==> src/rtl/sliding_window_receiver_unit_defines.svh <==
// assertion macros shared by the receiver rtl
`ifndef SLIDING_WINDOW_RECEIVER_UNIT_DEFINES_SVH
`define SLIDING_WINDOW_RECEIVER_UNIT_DEFINES_SVH

// property that must hold in the same cycle
`define SWR_ASSERT(lbl, clk, rst_n, prop, msg) \
    lbl: assert property (@(posedge clk) disable iff (!rst_n) (prop)) \
        else $error(msg);

// consequent checked in the cycle after the antecedent
`define SWR_ASSERT_NEXT(lbl, clk, rst_n, ante, cons, msg) \
    lbl: assert property (@(posedge clk) disable iff (!rst_n) (ante) |=> (cons)) \
        else $error(msg);

`endif

==> src/rtl/swr_pkg.sv <==
// types and constants of the sliding window receiver
package swr_pkg;

    localparam int MAX_WINDOW   = 32;
    localparam int SEQ_W        = 31;
    localparam int CFG_W        = 6;
    localparam int CNT_W        = 6;
    localparam int SLOT_W       = (MAX_WINDOW > 1) ? $clog2(MAX_WINDOW) : 1;
    localparam int WINDOW_RESET = 30;

    typedef enum logic {
        S_IDLE,
        S_SHIFT
    } t_state;

    // command broadcast to every slot cell
    typedef struct packed {
        logic              mark;
        logic              shift;
        logic [SLOT_W-1:0] slot;
    } t_cell_ctrl;

endpackage

==> src/rtl/swr_cell.sv <==
// one slot of the seen bitmap
module swr_cell (
    input  logic                      i_clk,
    input  logic                      i_rst_n,
    input  swr_pkg::t_cell_ctrl       i_ctrl,
    input  logic [swr_pkg::SLOT_W-1:0] i_slot_id,
    input  logic                      i_from_right,
    output logic                      o_bit
);
    import swr_pkg::*;

    logic r_bit;
    logic n_bit;

    always_comb begin
        n_bit = r_bit;
        if (i_ctrl.shift) begin
            n_bit = i_from_right;
        end else if (i_ctrl.mark && (i_ctrl.slot == i_slot_id)) begin
            n_bit = 1'b1;
        end
    end

    always_ff @(posedge i_clk) begin
        if (!i_rst_n) begin
            r_bit <= 1'b0;
        end else begin
            r_bit <= n_bit;
        end
    end

    assign o_bit = r_bit;

endmodule

==> src/rtl/swr_chain.sv <==
// row of slot cells, each shifting toward slot zero
module swr_chain (
    input  logic                          i_clk,
    input  logic                          i_rst_n,
    input  swr_pkg::t_cell_ctrl           i_ctrl,
    output logic [swr_pkg::MAX_WINDOW-1:0] o_bits
);
    import swr_pkg::*;

    logic [MAX_WINDOW-1:0] w_bits;
    logic [MAX_WINDOW-1:0] w_from_right;

    genvar g;
    generate
        for (g = 0; g < MAX_WINDOW; g++) begin : g_cell
            if (g == MAX_WINDOW - 1) begin : g_last
                assign w_from_right[g] = 1'b0;
            end else begin : g_mid
                assign w_from_right[g] = w_bits[g+1];
            end
            swr_cell u_cell (
                .i_clk       (i_clk),
                .i_rst_n     (i_rst_n),
                .i_ctrl      (i_ctrl),
                .i_slot_id   (SLOT_W'(g)),
                .i_from_right(w_from_right[g]),
                .o_bit       (w_bits[g])
            );
        end
    endgenerate

    assign o_bits = w_bits;

endmodule

==> src/rtl/sliding_window_receiver_unit.sv <==
// top level of the sliding window receiver
//
//  channel | direction | handshake              | payload
//  in      | input     | i_in_valid / o_in_stall | i_seq_num
//  out     | output    | o_out_valid / i_out_stall | o_cumulative_ack, o_newly_delivered
//  cfg     | input     | i_cfg_valid / o_cfg_ready | i_cfg_window_size
//
// an in-window packet marks its slot in the cell row, then the row shifts toward the front
// once per delivered slot, then the result is loaded.
// a packet outside the window is accepted and gives no result.
// the result register lets the next packet in while the last result is stalled;
// a stalled result delays only the load of the following one.
// synchronous active-low reset: window 30, bitmap clear, next expected and last ack at 1, output ack not reset.
module sliding_window_receiver_unit (
    input  logic                      i_clk,
    input  logic                      i_rst_n,
    input  logic                      i_in_valid,
    output logic                      o_in_stall,
    input  logic [swr_pkg::SEQ_W-1:0] i_seq_num,
    output logic                      o_out_valid,
    input  logic                      i_out_stall,
    output logic [swr_pkg::SEQ_W-1:0] o_cumulative_ack,
    output logic [swr_pkg::CNT_W-1:0] o_newly_delivered,
    input  logic                      i_cfg_valid,
    output logic                      o_cfg_ready,
    input  logic [swr_pkg::CFG_W-1:0] i_cfg_window_size
);
    import swr_pkg::*;
    `include "sliding_window_receiver_unit_defines.svh"

    t_state            r_state;
    t_state            n_state;
    logic [CFG_W-1:0]  r_window;
    logic [SEQ_W-1:0]  r_next;
    logic [SEQ_W-1:0]  r_last;
    logic [CNT_W-1:0]  r_count;
    logic              r_out_valid;
    logic [SEQ_W-1:0]  r_out_ack;
    logic [CNT_W-1:0]  r_out_cnt;

    logic [SEQ_W-1:0]      w_offset;
    logic                  w_in_win;
    logic                  w_accept;
    logic                  w_front;
    logic                  w_shift;
    logic                  w_load;
    logic [MAX_WINDOW-1:0] w_bits;
    t_cell_ctrl            w_ctrl;

    assign o_cfg_ready = 1'b1;

    // window test, modulo 2^31
    assign w_offset = i_seq_num - r_next;
    assign w_in_win = (w_offset < {{(SEQ_W-CFG_W){1'b0}}, r_window})
                   && (w_offset < SEQ_W'(MAX_WINDOW));
    assign w_accept = i_in_valid && !o_in_stall;

    swr_chain u_chain (
        .i_clk  (i_clk),
        .i_rst_n(i_rst_n),
        .i_ctrl (w_ctrl),
        .o_bits (w_bits)
    );

    assign w_front = w_bits[0];

    // next state
    always_comb begin
        n_state = r_state;
        unique case (r_state)
            S_IDLE: begin
                if (w_accept && w_in_win) begin
                    n_state = S_SHIFT;
                end
            end
            S_SHIFT: begin
                if (w_load) begin
                    n_state = S_IDLE;
                end
            end
            default: n_state = S_IDLE;
        endcase
    end

    // outputs of the state machine
    always_comb begin
        o_in_stall  = 1'b1;
        w_shift     = 1'b0;
        w_load      = 1'b0;
        w_ctrl.mark = 1'b0;
        unique case (r_state)
            S_IDLE: begin
                o_in_stall  = 1'b0;
                // input is never stalled while idle
                w_ctrl.mark = i_in_valid && w_in_win;
            end
            S_SHIFT: begin
                w_shift = w_front;
                w_load  = !w_front && (!r_out_valid || !i_out_stall);
            end
            default: begin
                o_in_stall = 1'b1;
            end
        endcase
        w_ctrl.shift = w_shift;
        w_ctrl.slot  = w_offset[SLOT_W-1:0];
    end

    always_ff @(posedge i_clk) begin
        if (!i_rst_n) begin
            r_state     <= S_IDLE;
            r_window    <= CFG_W'(WINDOW_RESET);
            r_next      <= SEQ_W'(1);
            r_last      <= SEQ_W'(1);
            r_count     <= '0;
            r_out_valid <= 1'b0;
        end else begin
            r_state <= n_state;
            if (i_cfg_valid && o_cfg_ready) begin
                r_window <= i_cfg_window_size;
            end
            if (w_accept) begin
                r_count <= '0;
            end else if (w_shift) begin
                // saturating delivery count
                r_count <= (r_count == '1) ? r_count : r_count + CNT_W'(1);
            end
            if (w_shift) begin
                r_next <= r_next + SEQ_W'(1);
                r_last <= r_next;
            end
            if (w_load) begin
                r_out_valid <= 1'b1;
            end else if (!i_out_stall) begin
                r_out_valid <= 1'b0;
            end
        end
    end

    always_ff @(posedge i_clk) begin
        if (w_load) begin
            r_out_ack <= r_last;
            r_out_cnt <= r_count;
        end
    end

    assign o_out_valid       = r_out_valid;
    assign o_cumulative_ack  = r_out_ack;
    assign o_newly_delivered = r_out_cnt;

    `SWR_ASSERT_NEXT(a_mark_sets_slot, i_clk, i_rst_n, w_accept && w_in_win, w_bits != '0,
        "in-window packet left the bitmap empty")
    `SWR_ASSERT(a_idle_front_clear, i_clk, i_rst_n, (r_state != S_IDLE) || !w_front,
        "front slot marked while idle")
    `SWR_ASSERT_NEXT(a_shift_advances, i_clk, i_rst_n, w_shift,
        r_next == $past(r_next) + SEQ_W'(1) && r_last == $past(r_next),
        "shift did not advance next expected by one")
    `SWR_ASSERT(a_count_bound, i_clk, i_rst_n,
        {1'b0, r_count} <= (CNT_W+1)'(MAX_WINDOW),
        "delivery count beyond window capacity")

endmodule
==> config.mk <==
export PLATFORM = sky130hd
export DESIGN_NAME = sliding_window_receiver_unit
export DESIGN_NICKNAME = d
export VERILOG_FILES = /design/src/rtl/swr_pkg.sv /design/src/rtl/swr_cell.sv /design/src/rtl/swr_chain.sv /design/src/rtl/sliding_window_receiver_unit.sv
export VERILOG_INCLUDE_DIRS = /design/src /design/src/rtl
export SDC_FILE = /design/constraint.sdc
export NUM_CORES = 1
export LEC_CHECK = 0
export BUFFER_PORTS_ARGS = -buffer_cell sky130_fd_sc_hd__buf_2
export CELL_PAD_IN_SITES_DETAIL_PLACEMENT = 0
export CELL_PAD_IN_SITES_GLOBAL_PLACEMENT = 1
export CORE_ASPECT_RATIO = 1.5
export CORE_MARGIN = 3
export CORE_UTILIZATION = 42
export DETAILED_ROUTE_END_ITERATION = 12
export GPL_ROUTABILITY_DRIVEN = 1
export PLACE_DENSITY_LB_ADDON = 0.12
export SLEW_MARGIN = 10
export SYNTH_ARGS = -nofsm -noshare
export SYNTH_HDL_FRONTEND = slang
export SYNTH_HIERARCHICAL = 1
export SYNTH_SLANG_ARGS = --single-unit
==> constraint.sdc <==
create_clock -name i_clk -period 10.4 [get_ports i_clk]
set_clock_uncertainty 0.2 [all_clocks]
set_input_delay 2.08 -clock i_clk [delete_from_list [all_inputs] [get_ports i_clk]]
set_output_delay 2.08 -clock i_clk [all_outputs]
set_load 0.005 [all_outputs]
==> results.ini, run 1 <==
[run_status]
status=finished clean

[clock_network]
cts-resized-gates=0
h-tree-depth=4
post-cts-setup-buffers=0
cts_tree=done
clk_latency_ns=0.43
cts_root_buffer=clkbuf_16
numClockSinks=145
holdBufCountCts=0
numCtsBuffers=17
clk_pin_slew_worst_paths_ns=0.06
clk_path_buf_depth=2

[sta]
max_freq_ghz=0.158
post-route-period-util=0.607
report.final.slew_viol_count=0
rsz0062_at_grt=false
slew_headroom=0.352
min_period_ns=6.32
setup_viol=0
finalSetupTns_ns=0
timing.hold.ws_ns=0.229
finalHoldViolations=0
worstMarginPinSlew_ns=0.972

[yosys]
synth_top_area_frac=0.217
netlist_instances=1126
synth_common_cells=202 x xnor2_1, 145 x nand2_1, 108 x dfxtp_1
yosysSeqAreaShare=0.328
ys_types=76
async_reset_ff_frac=0
synth_seq_cells=145
ys_warn_count=6
syn_avg_cell_area_sq_um=8.86
synth.most_common_cell=xnor2_1
yosysTopAreaCell=dfxtp_1
ys.flop_type=dfxtp_1
synth.area.top_cells=dfxtp_1 22%, xnor2_1 18%, edfxtp_1 11%
syn_area_sq_um=9980
synth_edf_count=37

[die]
die_h_microns=195
start_util=0.430
ios=82
core-area_sq_um=23200
num_rows=68
dieArea_sq_um=25700
die_w_microns=132

[grt]
grt_pass1_wl_microns=43500
grtUsageTotal=0.208
grt_overflow=0
grt_pass1_vias=8489
grt_max_degree=74
antenna_found_initial=2

[setup_path]
cp_max_fo=32
path_class=primary input to flip-flop
timing.rr.end=u_chain/g_cell[2].u_cell/o_bit
r2r_cells=17
ff2ff_setup_slack_ns=5.34
reg2reg_from=r_next[4]
cp.required_ns=10.56
arrival_ns=6.47
setup.worst_path.end_class=flip-flop
cp-start-kind=primary input

[place]
dp.final_hpwl_microns=19300
numPlacedInstances=1657
dpl_cell_area_sq_um=11300
gp_congestion=0.954
numPortBuffers=80

[cells_and_area]
multiInputGateArea_sq_um=6900
nNetsFinal=1441
fillerInstances=2308
antenna_cells=0
utilization=0.515
finish.instance_area_sq_um=12000
stdcell_count=1689
syn2layout_area_growth_pct=19.8
drive_gt1_frac=0.127
seq_area_sq_um=3270

[min_path]
min_from=r_last[7]
min_path_cells=0
hold_path.class=flip-flop to flip-flop
whs_endpoint=o_cumulative_ack[7]

[detailed_routing]
drt-pass1-iter-count=5
postRouteAntennaNets=0
num_vias=8387
viasPerCell=4.97
totalWireLength_microns=26300
drt_drc_violations_left=0
drtIter0Drc=394
routedWlPerCell_microns=15.6

[pwr]
ir_worst_vdd_mv=0.111
p_per_area_nw_per_um2=125
p_leak_uw=0.00426

[flow_run]
cap_violations=0

metal layers:
layer / share of wire / GRT usage
met4: 0.036 / 0.0884
met1: 0.41 / 0.229
met2: 0.52 / 0.391
met5: 0.00053 / 0
met3: 0.027 / 0.0337
metrics by stage:
| stage | power, uW | worst slack (ns) |
|---|---|---|
| floorplan | 794 | 0.0337 |
| global placement | 849 | 3.97 |
| detailed placement | 851 | 3.72 |
| CTS | 1510 | 4.13 |
| global route | 1560 | 3.79 |
| finish | 1490 | 4.08 |
worst max-delay path by stage:
stage                            start                               to  slack, ns  cells past startpoint
after floorplan           i_seq_num[0]   u_chain/g_cell[0].u_cell/o_bit       0.03                     17
after global placement    i_seq_num[4]  u_chain/g_cell[31].u_cell/o_bit       3.97                     17
after detailed placement  i_seq_num[4]   u_chain/g_cell[2].u_cell/o_bit       3.72                     17
after CTS                 i_seq_num[4]   u_chain/g_cell[2].u_cell/o_bit       4.13                     17
after global routing      i_seq_num[4]   u_chain/g_cell[9].u_cell/o_bit       3.79                     17
final                     i_seq_num[4]   u_chain/g_cell[2].u_cell/o_bit       4.08                     17
cell families after synthesis:
kind of cell             synth area share
other                             0.00113
AO/OA/AOI/OAI                       0.167
AND/OR/NAND/NOR                     0.172
XOR/XNOR                            0.184
multiplexers                       0.0553
buffers and inverters              0.0439
adder cells (fa/ha/maj)            0.0484
flip-flops                          0.328
worst max-delay path: stages:
cell       delay (ns)
buf_2            0.11
ha_1             0.39
a21o_1           0.24
a31oi_2          0.23
nand2_1          0.09
xor2_1           0.18
ha_1             0.20
nor3b_1          0.26
nand4_1          0.14
or4_1            0.46
or4_1            0.49
nor4_1           0.31
nand4_1          0.16
nor4_2           0.32
buf_4            0.42
o2111ai_1        0.18
o21ai_1          0.18
final cells by class:
class                      instances  area share
clock inverter                    13      0.0145
sequential                       145       0.274
timing repair buffer              89      0.0394
inverter                          77      0.0243
tap                              315      0.0330
multi-input combinational       1031       0.577
clock buffer                      19      0.0379
registers in the layout, summed over array words and instances (netlist names):
register and count:
o_newly_delivered 6, r_window 6, o_out_valid 1, o_cumulative_ack 31, u_chain/g_cell.u_cell/o_bit 32, r_state 1, r_count 6, r_last 31
r_next 31
layout by cell type, fill, tap and decap left out, types with 8 or more instances in the layout:
cell	count
mux2_4	32
dfxtp_1	108
nand3_1	16
o21ai_0	20
edfxtp_1	37
a21o_1	13
buf_2	79
clkbuf_16	17
ha_1	37
conb_1	163
o21a_1	14
a21oi_1	29
o2111ai_1	34
nand2_1	145
nor2b_1	8
inv_1	76
xor2_1	8
a21boi_0	35
nand4_1	54
nor2_1	39
and2_1	29
o21ai_1	33
xnor2_1	199
nor3_1	14
o211ai_1	11
buf_4	10
power by group:
| group | internal [uW] | total [uW] | switching [uW] |
|---|---|---|---|
| logic | 111 | 260 | 149 |
| clock network | 395 | 654 | 258 |
| registers | 577 | 577 | 0.440 |
| total | 1080 | 1490 | 408 |
Note: power is estimated with default switching activity, not from simulation.
==> inputs of run 2 (changes only) <==
CORE_UTILIZATION = 47   (was 42)
clock period = 6.2 ns   (was 10.4 ns; I/O delays follow)
==> results.ini, run 2 (synthesis gave the netlist of run 1 again) <==
[die]
die_h_microns=184  ; -5.3%
num_rows=64  ; -5.9%
dieArea_sq_um=23100  ; -10%
ios=82  ; unchanged
die_w_microns=125  ; -5.2%
core-area_sq_um=20700  ; -11%
start_util=0.483  ; +0.0534

[setup_path]
crit_chain=buf_2 -> ha_1 -> a21o_1 -> a31oi_2 -> nand2_1 -> xor2_1 -> ha_1 -> nor3b_1 -> o211ai_1 -> or4_1 -> a2111oi_0 -> nand4b_1 -> nor4b_1 -> nand3_1 -> nor4bb_1 -> a41o_1
cp.depth=16  ; -1
cp.required_ns=6.37  ; -4.19 ns
cp-start-kind=primary input
path_buf_inv=1  ; -1
crit_family=simple AND/OR/NAND/NOR gates
arrival_ns=5.35  ; -1.12 ns
r2r_cells=16  ; -1
setup.worst_path.end_class=flip-flop
cp_slowest_cell=or4_1
crit_path_max_incr_delay_ns=0.56  ; +0.07 ns
path_class=primary input to flip-flop
cp_max_fo=5  ; -84%
timing.critical_path.mode_cell=ha_1

[pwr]
p_per_area_nw_per_um2=204  ; +63%
pwr-share-comb=0.181  ; +0.006
internal_power_uw=1760  ; +62%
power_frac_clock=0.421  ; -0.017
seq_power_share=0.399  ; +0.012
p_switching_uw=671  ; +65%
ir_worst_vdd_mv=0.190  ; +70%
netSwitchingFraction=0.276  ; +0.00280
p_leak_uw=0.00426  ; about the same

[grt]
grt_max_degree=74  ; unchanged
antenna_found_initial=0  ; -2
grtUsageTotal=0.223  ; +0.0147
grt_pass1_vias=8249  ; -2.8%
grt_pass1_wl_microns=41600  ; -4.4%
grt_overflow=0  ; unchanged

[clock_network]
cts_tree=done
clk_path_buf_depth=2  ; unchanged
numClockSinks=145  ; unchanged
holdBufCountCts=0  ; unchanged
post-cts-setup-buffers=0  ; unchanged
cts_root_buffer=clkbuf_16
cts-resized-gates=0  ; unchanged
clk_pin_slew_worst_paths_ns=0.06  ; about the same
clk_latency_ns=0.43  ; about the same
numCtsBuffers=17  ; unchanged
h-tree-depth=4  ; unchanged

[place]
numPortBuffers=80  ; unchanged
gp_congestion=0.970  ; +1.6%
dp.final_hpwl_microns=18700  ; -3.1%

[sta]
rsz0062_at_grt=false
worstMarginPinSlew_ns=0.953  ; -0.0194 ns
min_period_ns=5.18
post-route-period-util=0.835
setup_viol=0  ; unchanged
finalSetupTns_ns=0  ; unchanged
report.final.slew_viol_count=0  ; unchanged
slew_headroom=0.365  ; +0.0130
max_freq_ghz=0.193
finalHoldViolations=0  ; unchanged

[min_path]
min_path_cells=0  ; unchanged
hold_path.class=flip-flop to flip-flop

[detailed_routing]
drtIter0Drc=453  ; +15%
viasPerCell=5.12  ; +3.1%
drt-pass1-iter-count=5  ; unchanged
num_vias=8393  ; +0.072%
routedWlPerCell_microns=15.5  ; -0.74%
drt_drc_violations_left=0  ; unchanged
totalWireLength_microns=25400  ; -3.6%
postRouteAntennaNets=0  ; unchanged

[cells_and_area]
antenna_cells=0  ; unchanged
layout_commonest_cell=xnor2_1
largest_register_ffs=32  ; unchanged
nNetsFinal=1443  ; +0.14%
utilization=0.577  ; +0.0627
drive_gt1_frac=0.129  ; +0.00200
final_cell_mix=199 x xnor2_1, 163 x conb_1, 145 x nand2_1, 108 x dfxtp_1, 79 x buf_2
fillerInstances=1921  ; -17%
syn2layout_area_growth_pct=19.5

[flow_run]
cap_violations=0  ; unchanged

[run_status]
status=finished clean

==> run 2: final cells by class <==
| cell class | instances | area [sq um] | share of cell area |
|---|---|---|---|
| repair buffers | 91 | 485 | 0.0407 |
| clock inverters | 13 | 149 | 0.0125 |
| multi-input cells | 1031 | 6960 | 0.584 |
| well taps | 264 | 330 | 0.0277 |
| clock buffers | 19 | 433 | 0.0363 |
| flip-flops and latches | 145 | 3270 | 0.274 |
| inverters | 77 | 293 | 0.0245 |
==> run 2: per-layer routing <==
| layer | part of all wire | track usage | up-vias | wire length (microns) |
|---|---|---|---|---|
| li1 | - | - | 4301 | - |
| met1 | 0.40 | 0.247 | 3889 | 10200 |
| met2 | 0.53 | 0.420 | 159 | 13500 |
| met3 | 0.028 | 0.0313 | 44 | 706 |
| met4 | 0.038 | 0.101 | 0 | 952 |
| met5 | 0 | 0 | - | 0 |
==> run 2: metrics by stage <==
step / instances / total power [uW] / hold WS [ns] / instance area, sq um / worst slack [ns]
3_3_place_gp: 1608 / 1430 / 0.212 / 11300 / 0.715
6_report: 1640 / 2430 / 0.228 / 11900 / 1.02
5_1_grt: 1640 / 2540 / 0.239 / 11900 / 0.741
4_1_cts: 1640 / 2450 / 0.230 / 11900 / 1.05
2_1_floorplan: 1286 / 1330 / 0.208 / 10700 / 0.00879
3_5_place_dp: 1608 / 1430 / 0.215 / 11300 / 0.609
==> run 2: path summary, 6_finish.rpt <==
kind           startpoint              endpoint  slack (ns)
max          i_seq_num[4]               r_state        1.02
min            r_last[16]  o_cumulative_ack[16]        0.23
max reg2reg     r_next[4]               r_state        1.21
min reg2reg    r_last[16]  o_cumulative_ack[16]        0.23
==> run 2: power groups by stage <==
stage,sequential [uW],combinational (uW),clock [uW]
4_1_cts,968,441,1040
2_1_floorplan,989,342,0
3_3_place_gp,989,436,0
6_report,968,438,1020
3_5_place_dp,989,439,0
5_1_grt,968,487,1080
